--- src/design/kgrq_pkg.sv ---
`timescale 1ns / 1ps
// ----------------------------------------------------------------------------
// kgrq_pkg
// Shared types and constants of the keypoint grid radius query block.
// ----------------------------------------------------------------------------
package kgrq_pkg;

  localparam int GRID_COLS_DEF = 64;
  localparam int GRID_ROWS_DEF = 48;
  localparam int MAX_KEYS_DEF  = 1024;
  localparam int CELL_CAP_DEF  = 8;
  localparam int MAX_HITS_DEF  = 64;

  localparam logic [15:0] SCALE_RESET = 16'd6554;
  localparam int          CFG_IDX_W   = 2;
  localparam logic [CFG_IDX_W-1:0] CFG_SCALE_X = 2'd0;
  localparam logic [CFG_IDX_W-1:0] CFG_SCALE_Y = 2'd1;

  localparam int KEY_REC_W = 35;

  typedef enum logic [1:0] {
    CMD_CLEAR  = 2'd0,
    CMD_INSERT = 2'd1,
    CMD_QUERY  = 2'd2,
    CMD_NOP    = 2'd3
  } cmd_e;

  typedef enum logic [1:0] {
    ST_OK         = 2'd0,
    ST_OUTSIDE    = 2'd1,
    ST_CELL_FULL  = 2'd2,
    ST_STORE_FULL = 2'd3
  } status_e;

  typedef enum logic [1:0] {
    F_IDLE,
    F_MUL,
    F_PUSH
  } front_state_e;

  typedef enum logic [3:0] {
    B_IDLE,
    B_CLR,
    B_INS_RD,
    B_INS_WR,
    B_Q_FILL_RD,
    B_Q_FILL,
    B_Q_ENT_RD,
    B_Q_ENT,
    B_Q_KEY,
    B_Q_PUSH,
    B_Q_END,
    B_RESULT
  } back_state_e;

  // one classified command between front and back
  typedef struct packed {
    cmd_e               cmd;
    logic               empty;
    logic [7:0]         cx_lo;
    logic [7:0]         cx_hi;
    logic [7:0]         cy_lo;
    logic [7:0]         cy_hi;
    logic signed [15:0] pos_x;
    logic signed [15:0] pos_y;
    logic [2:0]         level;
    logic [14:0]        radius;
    logic signed [3:0]  min_level;
    logic signed [3:0]  max_level;
    logic [6:0]         cap;
  } qent_t;

endpackage

--- src/design/kgrq_queue.sv ---
`timescale 1ns / 1ps
// ----------------------------------------------------------------------------
// kgrq_queue
// Two entry command queue between front and back.
// ----------------------------------------------------------------------------
module kgrq_queue import kgrq_pkg::*; (
  input  logic  clk_i,
  input  logic  rst_ni,
  input  logic  push_i,
  input  qent_t data_i,
  output logic  full_o,
  input  logic  pop_i,
  output logic  valid_o,
  output qent_t data_o
);

  qent_t      mem_q [2];
  logic       wptr_q, rptr_q;
  logic [1:0] cnt_q;

  assign full_o  = (cnt_q == 2'd2);
  assign valid_o = (cnt_q != 2'd0);
  assign data_o  = mem_q[rptr_q];

  always_ff @(posedge clk_i or negedge rst_ni) begin
    if (!rst_ni) begin
      wptr_q <= 1'b0;
      rptr_q <= 1'b0;
      cnt_q  <= 2'd0;
    end else begin
      if (push_i) begin
        wptr_q <= !wptr_q;
      end
      if (pop_i) begin
        rptr_q <= !rptr_q;
      end
      cnt_q <= cnt_q + 2'(push_i) - 2'(pop_i);
    end
  end

  always_ff @(posedge clk_i) begin
    if (push_i) begin
      mem_q[wptr_q] <= data_i;
    end
  end

endmodule

--- config.mk ---
export PLATFORM = sky130hd
export DESIGN_NAME = kgrq_queue
export DESIGN_NICKNAME = d
export VERILOG_FILES = /design/src/design/kgrq_pkg.sv /design/src/design/kgrq_queue.sv
export SDC_FILE = /design/constraint.sdc
export NUM_CORES = 1
export LEC_CHECK = 0
export BUFFER_PORTS_ARGS = -buffer_cell sky130_fd_sc_hd__clkbuf_2
export CORE_UTILIZATION = 50
export CTS_CLUSTER_DIAMETER = 80
export DETAILED_ROUTE_END_ITERATION = 10
export PLACE_DENSITY = 0.76
export SETUP_SLACK_MARGIN = 0.05
export SLEW_MARGIN = 20
export SYNTH_ARGS = -nofsm -noshare
export SYNTH_HDL_FRONTEND = slang
export SYNTH_SLANG_ARGS = --single-unit
--- constraint.sdc ---
create_clock -name clk_i -period 13.3 [get_ports clk_i]
set_clock_uncertainty 0.15 [all_clocks]
set_input_delay 0 -clock clk_i [delete_from_list [all_inputs] [get_ports clk_i]]
set_output_delay 0 -clock clk_i [all_outputs]
set_load 0.1 [all_outputs]
==> impl_metrics.ini <==
[status]
status = completed

[logic_synthesis]
synthFlopType = edfxtp_1
postSynthAreaPerCell_um2 = 24.1
ys_ff_latch = 204
synth-seq-area-share_pct = 77.6
synth_cell_types = 14
synth.top_cells.by_count = edfxtp_1 (200), mux2_4 (90), mux2_2 (10)
async_flop_share_pct = 1.96
yosys_warnings = 0
synth_top_cell_by_area = edfxtp_1
synth_edf_count = 200
synth_most_common_cell = edfxtp_1
synth_area_leaders = edfxtp_1 (76%), mux2_4 (17%), buf_12 (2.3%), mux2_2 (1.4%), dfrtp_1 (1.3%)
syn_inst = 326
syn_area_mm2 = 0.00787
syn_nets = 432
synth_top_area_share_pct = 76.4

[global_routing]
grt_usage_pct = 18.4
grt_pass1_wl_um = 22800
antenna_found_initial = 1
grt-ovfl-total = 0
grt_pass1_vias = 4677
grt_max_degree = 59

[timing]
worst_slew_pin_slew_ns = 1.08
fin_crit_sh_pct = 25.3
layout_min_cycle_time_ns = 3.36
fmax_mhz = 297
slew_headroom_pct = 28.3
setup_tns_ns = 0
hold_viol = 0
rsz0062_at_grt = no
setup_viol = 0
drv_slew = 0

[setup_path]
worstRegToRegCells = 3
critPathLaunchType = flip-flop
path_delay_family = buffers and inverters
cp_cell_sequence = buf_4 -> mux2_2 -> clkbuf_2
cp_num_cells = 3
cp.buffers_inverters = 2
cp_slowest_stage_delay_ns = 0.94
crit_required_ns = 13.15
crit_slowest_cell = buf_4
worstSetupPathType = reg -> out
rrSetupSlack_ns = 10.83
crit_arrival_ns = 3.21
worstPathMaxFanout = 58
endpoint_kind = output port

[clock_tree]
cts_root_buf = clkbuf_16
cts_inserted_buffers = 21
h-tree-depth = 1
clock_latency_ns = 0.48
clock-sinks = 204
cts_tree = done
clockBufferDepth = 3
post-cts-setup-buffers = 0
clk_pin_slew_ns = 0.06

[final_layout]
ff_latch_area_mm2 = 0.00611
nNetsFinal = 757
fillCellCount = 953
syn_to_final_growth_pct = 35.3
multi_input_area_mm2 = 0.00157
layout.cells.non_filler = 877
final_layout_size_suffix_gt1_share_pct = 51.1

[place]
gp_congestion = 0.731
dp_hpwl_um = 8640
io_buffer_count = 205
place_inst = 735

[floorplanning]
dieArea_mm2 = 0.0162
core_mm2 = 0.0153
ios = 206
rows = 45
die_w_um = 127
initial_core_util_pct = 51.5
die_y_um = 127

[flow_run]
maxCapViolations = 0

[detailed_routing]
vias = 4166
ant_nets = 0
drt_iter0_drc = 186
dr.pass1.iters = 4
wirelength_um = 15000
routedWlPerCell_um = 17.1
vias_per_cell = 4.75
drc_errors = 0

[min_path]
hp-class = in -> reg
hold_depth = 2
## cell families (layout without fill, tap and decap cells)
family	count (synthesis)	count (layout)	synth area share (%)
AND/OR/NAND/NOR	4	4	0.318
buffers and inverters	13	352	2.59
adder cells (fa/ha/maj)	2	2	0.318
other	0	1	0
XOR/XNOR	3	3	0.525
multiplexers	100	100	18.6
flip-flops	204	204	77.6
## cell usage in the layout, fill, tap and decap left out, drive strengths merged
cell type,instances
and2,1
buf,4
clkbuf,231
clkinv,10
dfrtp,4
diode,1
dlygate4sd3,104
edfxtp,200
ha,2
inv,3
mux2,100
nor2b,2
or2,1
xor2,2
xor3,1
## path summary, 6_finish.rpt
path | start | end
min in group asynchronous | rst_ni | wptr_q
hold / removal | data_i[20] | mem_q[1][20]
hold reg to reg | wptr_q | wptr_q
setup reg to reg | wptr_q | mem_q[0][54]
setup / recovery | rptr_q | data_o[92]
max in group asynchronous | rst_ni | rptr_q
## registers in the layout, summed over array words and instances, names as in the netlist
| register | count |
|---|---|
| wptr_q | 1 |
| rptr_q | 1 |
| cnt_q | 2 |
| mem_q | 200 |
## routing by layer
layer | global-route usage, % | part of all wire (%) | wire length (um) | vias up
met3 | 4.06 | 5.7 | 856 | 35
met5 | 0 | 0 | 0 | -
met1 | 19.8 | 38 | 5660 | 2044
met2 | 34.8 | 54 | 8100 | 141
li1 | - | - | - | 1946
met4 | 7.35 | 2.7 | 398 | 0
## layout make-up
type                    count  area share (%)
clock buffers              26            5.11
multi-input cells         109            14.7
inverters                   2          0.0705
clock inverters            11           0.494
repair buffers            313            19.7
diodes                      1          0.0235
well taps                 211            2.48
flip-flops and latches    204            57.4
## stage by stage
stage                     hold WS, ns  setup WS, ns  area [um^2]  utilization (%)
after global placement         -0.341         10.43         9000             59.0
after global routing           0.0857          9.81        10600             69.7
after floorplan                -0.446          7.75         7870                -
after detailed placement       -0.336         10.41         9000             59.0
after CTS                      0.0756          9.90        10600             69.7
final                          0.0911          9.94        10600             69.7
## timing repair
| action | in CTS | in global routing |
|---|---|---|
| gates resized for setup | 0 | 0 |
| hold buffers | 104 | 0 |
| endpoints found under the hold margin | 214 | 0 |
| setup endpoints to repair | 0 | 0 |
Power is not shown: default switching activity piles up to over one toggle a cycle in this logic, so the estimate is an artifact.
