[src/design/kgrq_pkg.sv]
`timescale 1ns / 1ps
// ----------------------------------------------------------------------------
// kgrq_pkg
// Shared types and constants of the keypoint grid radius query block.
// ----------------------------------------------------------------------------
package kgrq_pkg;

  localparam int GRID_COLS_DEF = 64;
  localparam int GRID_ROWS_DEF = 48;
  localparam int MAX_KEYS_DEF  = 1024;
  localparam int CELL_CAP_DEF  = 8;
  localparam int MAX_HITS_DEF  = 64;

  localparam logic [15:0] SCALE_RESET = 16'd6554;
  localparam int          CFG_IDX_W   = 2;
  localparam logic [CFG_IDX_W-1:0] CFG_SCALE_X = 2'd0;
  localparam logic [CFG_IDX_W-1:0] CFG_SCALE_Y = 2'd1;

  localparam int KEY_REC_W = 35;

  typedef enum logic [1:0] {
    CMD_CLEAR  = 2'd0,
    CMD_INSERT = 2'd1,
    CMD_QUERY  = 2'd2,
    CMD_NOP    = 2'd3
  } cmd_e;

  typedef enum logic [1:0] {
    ST_OK         = 2'd0,
    ST_OUTSIDE    = 2'd1,
    ST_CELL_FULL  = 2'd2,
    ST_STORE_FULL = 2'd3
  } status_e;

  typedef enum logic [1:0] {
    F_IDLE,
    F_MUL,
    F_PUSH
  } front_state_e;

  typedef enum logic [3:0] {
    B_IDLE,
    B_CLR,
    B_INS_RD,
    B_INS_WR,
    B_Q_FILL_RD,
    B_Q_FILL,
    B_Q_ENT_RD,
    B_Q_ENT,
    B_Q_KEY,
    B_Q_PUSH,
    B_Q_END,
    B_RESULT
  } back_state_e;

  // one classified command between front and back
  typedef struct packed {
    cmd_e               cmd;
    logic               empty;
    logic [7:0]         cx_lo;
    logic [7:0]         cx_hi;
    logic [7:0]         cy_lo;
    logic [7:0]         cy_hi;
    logic signed [15:0] pos_x;
    logic signed [15:0] pos_y;
    logic [2:0]         level;
    logic [14:0]        radius;
    logic signed [3:0]  min_level;
    logic signed [3:0]  max_level;
    logic [6:0]         cap;
  } qent_t;

endpackage

[src/design/kgrq_front.sv]
`timescale 1ns / 1ps
// ----------------------------------------------------------------------------
// kgrq_front
// Accepts commands, scales positions to cell coordinates with one shared
// multiplier and classifies inserts and query windows.
// ----------------------------------------------------------------------------
module kgrq_front import kgrq_pkg::*; #(
  parameter int GRID_COLS = GRID_COLS_DEF,
  parameter int GRID_ROWS = GRID_ROWS_DEF,
  parameter int MAX_HITS  = MAX_HITS_DEF
) (
  input  logic               clk_i,
  input  logic               rst_ni,
  input  logic               in_valid_i,
  output logic               in_stall_o,
  input  logic [1:0]         cmd_i,
  input  logic signed [15:0] pos_x_i,
  input  logic signed [15:0] pos_y_i,
  input  logic [2:0]         level_i,
  input  logic [14:0]        radius_i,
  input  logic signed [3:0]  min_level_i,
  input  logic signed [3:0]  max_level_i,
  input  logic [6:0]         hit_limit_i,
  input  logic [15:0]        scale_x_i,
  input  logic [15:0]        scale_y_i,
  input  logic               hold_i,
  input  logic               q_full_i,
  output logic               q_push_o,
  output qent_t              q_data_o
);

  localparam logic signed [15:0] COLS_S = 16'(GRID_COLS);
  localparam logic signed [15:0] ROWS_S = 16'(GRID_ROWS);
  localparam logic [6:0]         HITS_C = 7'(MAX_HITS);
  localparam logic signed [35:0] Q20_MASK = 36'sd1048575;
  localparam logic signed [35:0] Q20_HALF = 36'sd524288;

  front_state_e state_q, state_d;
  logic [2:0]   step_q;
  cmd_e         cmd_q;
  logic signed [15:0] x_q, y_q;
  logic [2:0]   lvl_q;
  logic [14:0]  r_q;
  logic signed [3:0] lo_q, hi_q;
  logic [6:0]   lim_q;
  logic signed [34:0] prod_q;
  logic signed [15:0] v_q [4];

  logic accept;
  logic is_query;
  logic signed [17:0] base, rad, opd;
  logic signed [16:0] scl;
  logic signed [34:0] prod_d;
  logic [1:0]   cstep;
  logic signed [35:0] pe, fl, ce_sum, ce, mag;
  logic [35:0]  rm;
  logic signed [15:0] rnd, conv;

  assign accept   = in_valid_i && !in_stall_o;
  assign is_query = (cmd_q == CMD_QUERY);
  assign cstep    = 2'(step_q - 3'd1);

  // shared multiplier
  always_comb begin
    base = step_q[1] ? 18'(y_q) : 18'(x_q);
    rad  = {3'b000, r_q};
    if (is_query) begin
      opd = step_q[0] ? (base + rad) : (base - rad);
    end else begin
      opd = base;
    end
    scl    = step_q[1] ? {1'b0, scale_y_i} : {1'b0, scale_x_i};
    prod_d = opd * scl;
  end

  // floor, ceil and round of the q20 product
  always_comb begin
    pe     = {prod_q[34], prod_q};
    fl     = pe >>> 20;
    ce_sum = pe + Q20_MASK;
    ce     = ce_sum >>> 20;
    mag    = prod_q[34] ? -pe : pe;
    rm     = 36'(mag + Q20_HALF) >> 20;
    rnd    = prod_q[34] ? -16'(rm[15:0]) : 16'(rm[15:0]);
    if (is_query) begin
      conv = cstep[0] ? ce[15:0] : fl[15:0];
    end else begin
      conv = rnd;
    end
  end

  always_comb begin
    state_d = state_q;
    case (state_q)
      F_IDLE: begin
        if (accept) begin
          state_d = (cmd_e'(cmd_i) == CMD_INSERT || cmd_e'(cmd_i) == CMD_QUERY) ?
                    F_MUL : F_PUSH;
        end
      end
      F_MUL: begin
        if (step_q == 3'd4) begin
          state_d = F_PUSH;
        end
      end
      F_PUSH: begin
        if (!q_full_i) begin
          state_d = F_IDLE;
        end
      end
      default: state_d = F_IDLE;
    endcase
  end

  always_comb begin
    in_stall_o = (state_q != F_IDLE) || hold_i;
    q_push_o   = (state_q == F_PUSH) && !q_full_i;
  end

  always_ff @(posedge clk_i or negedge rst_ni) begin
    if (!rst_ni) begin
      state_q <= F_IDLE;
      step_q  <= '0;
    end else begin
      state_q <= state_d;
      if (state_q == F_IDLE) begin
        step_q <= '0;
      end else if (state_q == F_MUL) begin
        step_q <= step_q + 3'd1;
      end
    end
  end

  always_ff @(posedge clk_i) begin
    if (accept) begin
      cmd_q <= cmd_e'(cmd_i);
      x_q   <= pos_x_i;
      y_q   <= pos_y_i;
      lvl_q <= level_i;
      r_q   <= radius_i;
      lo_q  <= min_level_i;
      hi_q  <= max_level_i;
      lim_q <= hit_limit_i;
    end
    if (state_q == F_MUL) begin
      prod_q <= prod_d;
      if (step_q != 3'd0) begin
        v_q[cstep] <= conv;
      end
    end
  end

  // classification
  logic signed [15:0] cminx, cmaxx, cminy, cmaxy;
  logic [6:0] cap;

  always_comb begin
    cap   = (lim_q > HITS_C) ? HITS_C : lim_q;
    cminx = (v_q[0] < 16'sd0) ? 16'sd0 : v_q[0];
    cmaxx = (v_q[1] >= COLS_S) ? (COLS_S - 16'sd1) : v_q[1];
    cminy = (v_q[2] < 16'sd0) ? 16'sd0 : v_q[2];
    cmaxy = (v_q[3] >= ROWS_S) ? (ROWS_S - 16'sd1) : v_q[3];

    q_data_o           = '0;
    q_data_o.cmd       = cmd_q;
    q_data_o.pos_x     = x_q;
    q_data_o.pos_y     = y_q;
    q_data_o.level     = lvl_q;
    q_data_o.radius    = r_q;
    q_data_o.min_level = lo_q;
    q_data_o.max_level = hi_q;
    q_data_o.cap       = cap;
    case (cmd_q)
      CMD_INSERT: begin
        q_data_o.empty = (v_q[0] < 16'sd0) || (v_q[0] >= COLS_S) ||
                         (v_q[2] < 16'sd0) || (v_q[2] >= ROWS_S);
        q_data_o.cx_lo = v_q[0][7:0];
        q_data_o.cy_lo = v_q[2][7:0];
      end
      CMD_QUERY: begin
        q_data_o.empty = (cminx >= COLS_S) || (cminy >= ROWS_S) ||
                         (cmaxx < cminx) || (cmaxy < cminy) || (cap == 7'd0);
        q_data_o.cx_lo = cminx[7:0];
        q_data_o.cx_hi = cmaxx[7:0];
        q_data_o.cy_lo = cminy[7:0];
        q_data_o.cy_hi = cmaxy[7:0];
      end
      default: q_data_o.empty = 1'b0;
    endcase
  end

endmodule

[config.mk]
export PLATFORM = sky130hd
export DESIGN_NAME = kgrq_front
export DESIGN_NICKNAME = d
export VERILOG_FILES = /design/src/design/kgrq_pkg.sv /design/src/design/kgrq_front.sv
export SDC_FILE = /design/constraint.sdc
export NUM_CORES = 1
export LEC_CHECK = 0
export ABC_CLOCK_PERIOD_IN_PS = 12500
export BUFFER_PORTS_ARGS = -buffer_cell sky130_fd_sc_hd__buf_2
export CAP_MARGIN = 20
export CORE_UTILIZATION = 60
export CTS_CLUSTER_DIAMETER = 60
export DETAILED_ROUTE_END_ITERATION = 8
export PLACE_DENSITY = 0.81
export SLEW_MARGIN = 20
export SYNTH_ARGS = -nofsm -noshare
export SYNTH_HDL_FRONTEND = slang
export SYNTH_SLANG_ARGS = --single-unit
[constraint.sdc]
create_clock -name clk_i -period 12.5 [get_ports clk_i]
set_clock_uncertainty 0.2 [all_clocks]
set_input_delay 0.625 -clock clk_i [delete_from_list [all_inputs] [get_ports clk_i]]
set_output_delay 0.625 -clock clk_i [all_outputs]
set_load 0.01 [all_outputs]
==> flow_summary.yaml <==
clocking:
  post_cts_buffers: 0
  cts_tree: "done"
  cts_root_buffer: "clkbuf_16"
  cts_num_sinks: 171
  hold_buffers: 1
  path_clk_slew_ns: 0.08
  numCtsBuffers: 17
  h-tree-depth: 4
  clk_latency_ns: 0.45
  clockBufferDepth: 2
  cts_resized: 0
die:
  die_x_um: 190.2
  dieHeight_um: 190.2
  rows: 68
  start_util: 0.6119
  core_um2: 34710
  ios: 206
  dieArea_um2: 36160
place:
  io_buffers: 205
  dpl.hpwl_um: 45250
  postPlaceCellArea_um2: 22730
  gp_congestion: 0.9699
  dpl.cell_count: 2797
timing:
  timing.final.max_slew_violations: 0
  slew_headroom: 0.1976
  hold_viol: 0
  tns_ns: 0
  min_period_over_period: 0.8184
  timing.fmax_mhz: 97.75
  fin_crit_ns: 10.23
  setup_violations: 0
  rsz0062_at_grt: "false"
  tightestPinTransition_ns: 1.170
critical_path:
  required_ns: 12.51
  cp_data_arrival_time_ns: 10.24
  critical_path.max_fanout: 33
  cp_num_buf_inv: 3
  cp_top_family: "adder cells"
  slowest_stage: "dfrtp_2"
  r2r-start: "step_q[1]"
  cp-start-kind: "flop"
  end_kind: "flop"
  path_class: "flop to flop"
  cp_common_cell: "fa_1"
  critical-path-max-stage-delay_ns: 0.99
  cp-startpoint: "step_q[1]"
synthesis:
  synthesis.instances: 2196
  yosys.area_share.simple: 0.1673
  synthXorXnorAreaFrac: 0.04695
  synth_edf_count: 166
  yosysTopAreaCellShare: 0.2714
  synth_top_family_by_area: "adder cells"
  syn_area_per_cell_um2: 9.673
  synth_compound_area_frac: 0.07846
  synth-async-reset-ratio: 0.02924
  synth-adder-area-share: 0.3591
  synth.top_cells.by_area: "fa_1 27%, edfxtp_1 23%, ha_1 8.5%"
  synth.distinct_cells: 85
  synth_warnings: 0
  ys.flop_type: "edfxtp_1"
  yosysMostFrequentCell: "inv_1"
  ys_seq_elements: 171
  synth_top_cell_by_area: "fa_1"
  seq_area_frac_synth: 0.2406
  synth.area.mux_share: 0.02827
  synth_top_cells_by_count: "360 x inv_1, 288 x fa_1, 247 x nand2_1"
  synth_nets: 2732
  netlist_area_um2: 21240
min_path:
  hp-class: "input port to flop"
  hp-start: "pos_x_i[5]"
status:
  status: "completed"
route:
  post_drt_wl_per_cell_um: 20.15
  routed_wirelength_um: 57080
  drc_errors: 0
  final_antenna_net_count: 0
  dr.first_iter.drc_count: 1516
  avgViaCountPerCell: 5.908
  dr.pass1.iters: 5
  num_vias: 16737
global_route:
  grt_overflow: 0
  grt_pass1_vias: 17470
  grt_max_degree: 83
  antenna_found_initial: 3
  gr-usage-all-layers: 0.3271
  grt_pass1_wl_um: 90810
cells_and_area:
  syn_to_final_growth_pct: 9.866
  fin_area_um2: 23340
  fin_nets: 2898
  drive_gt1_frac: 0.1406
  stdcell_count: 2833
flow_run:
  max_cap_viol_count: 0
-- sequential cells by signal, indices dropped and copies added (netlist names) --
register and cells:
lim_q 7, v_q 64, state_q 2, lvl_q 3, hi_q 4, r_q 15, cmd_q 2, x_q 16
step_q 3, y_q 16, lo_q 4, prod_q 35
-- cells by family after synthesis --
family	after synthesis
buffers and inverters	445
XOR/XNOR	113
AO/OA/AOI/OAI	241
flip-flops	171
adder cells (fa/ha/maj)	438
AND/OR/NAND/NOR	731
multiplexers	57
-- through the flow --
stage          utilization  setup slack (ns)  hold WS, ns
3_3_place_gp        0.6548             2.809       0.2433
5_1_grt             0.6721             1.756       0.1314
2_1_floorplan            -             3.006       0.1294
4_1_cts             0.6721             2.344       0.1276
6_report            0.6723             2.270       0.1420
3_5_place_dp        0.6548             2.495       0.2441
-- layout by cell type, fill, tap and decap left out, drive strengths merged, types with 8 or more instances in the layout --
cell / Yosys / final
clkbuf: 71 / 18
a21oi: 70 / 70
mux2: 24 / 24
edfxtp: 166 / 166
nor2: 174 / 174
buf: 12 / 229
and2: 71 / 71
and3: 14 / 14
or2: 18 / 18
o21bai: 8 / 8
ha: 144 / 144
nand2b: 23 / 23
nand3: 29 / 29
nor3: 35 / 35
nand2: 247 / 247
o21a: 9 / 9
o211ai: 13 / 13
nor4: 18 / 18
a211oi: 8 / 8
mux2i: 33 / 33
o41ai: 10 / 10
a31oi: 16 / 16
a21o: 26 / 26
xnor2: 79 / 79
o31ai: 8 / 8
o21ai: 35 / 35
xor2: 34 / 34
inv: 360 / 365
or3: 9 / 9
fa: 288 / 288
nor2b: 40 / 40
nand4: 16 / 16
or4: 12 / 12
-- routing by layer --
metal | vias up | wire length (µm) | track usage
met5 | - | 0 | 0
met4 | 0 | 2432 | 0.1363
met3 | 169 | 5386 | 0.06973
met2 | 859 | 27650 | 0.5584
met1 | 8219 | 21620 | 0.4023
li1 | 7490 | - | -
-- final cells by class --
type | count | area, µm²
tap | 455 | 569.3
antenna | 3 | 7.507
clock inverter | 14 | 160.2
sequential | 171 | 5111
fill | 2676 | 11380
multi-input combinational | 1580 | 14490
inverter | 362 | 1359
timing repair buffer | 230 | 1216
clock buffer | 18 | 429.2
-- worst reg2reg max path, delay by kind of cell, from the launching register on --
kind	cells	cell delay, ns
xor+xnor	2	0.22
compound gates	13	2.85
fa+ha+maj	8	4.10
mux	2	0.78
simple gates	2	0.39
buf+inv	3	0.47
flops	1	0.99
-- path summary, 6_finish.rpt --
path                       depth (start not counted)  slack [ns]    endpoint
setup / recovery                                  30        2.27  prod_q[30]
hold / removal                                     1        0.14      x_q[5]
setup reg to reg                                  30        2.27  prod_q[30]
hold reg to reg                                    1        0.40  state_q[1]
max in group asynchronous                          2       11.63   step_q[1]
min in group asynchronous                          2        0.32  state_q[1]
Power is not shown: default switching activity piles up to over one toggle a cycle in this logic, so the estimate is an artifact.
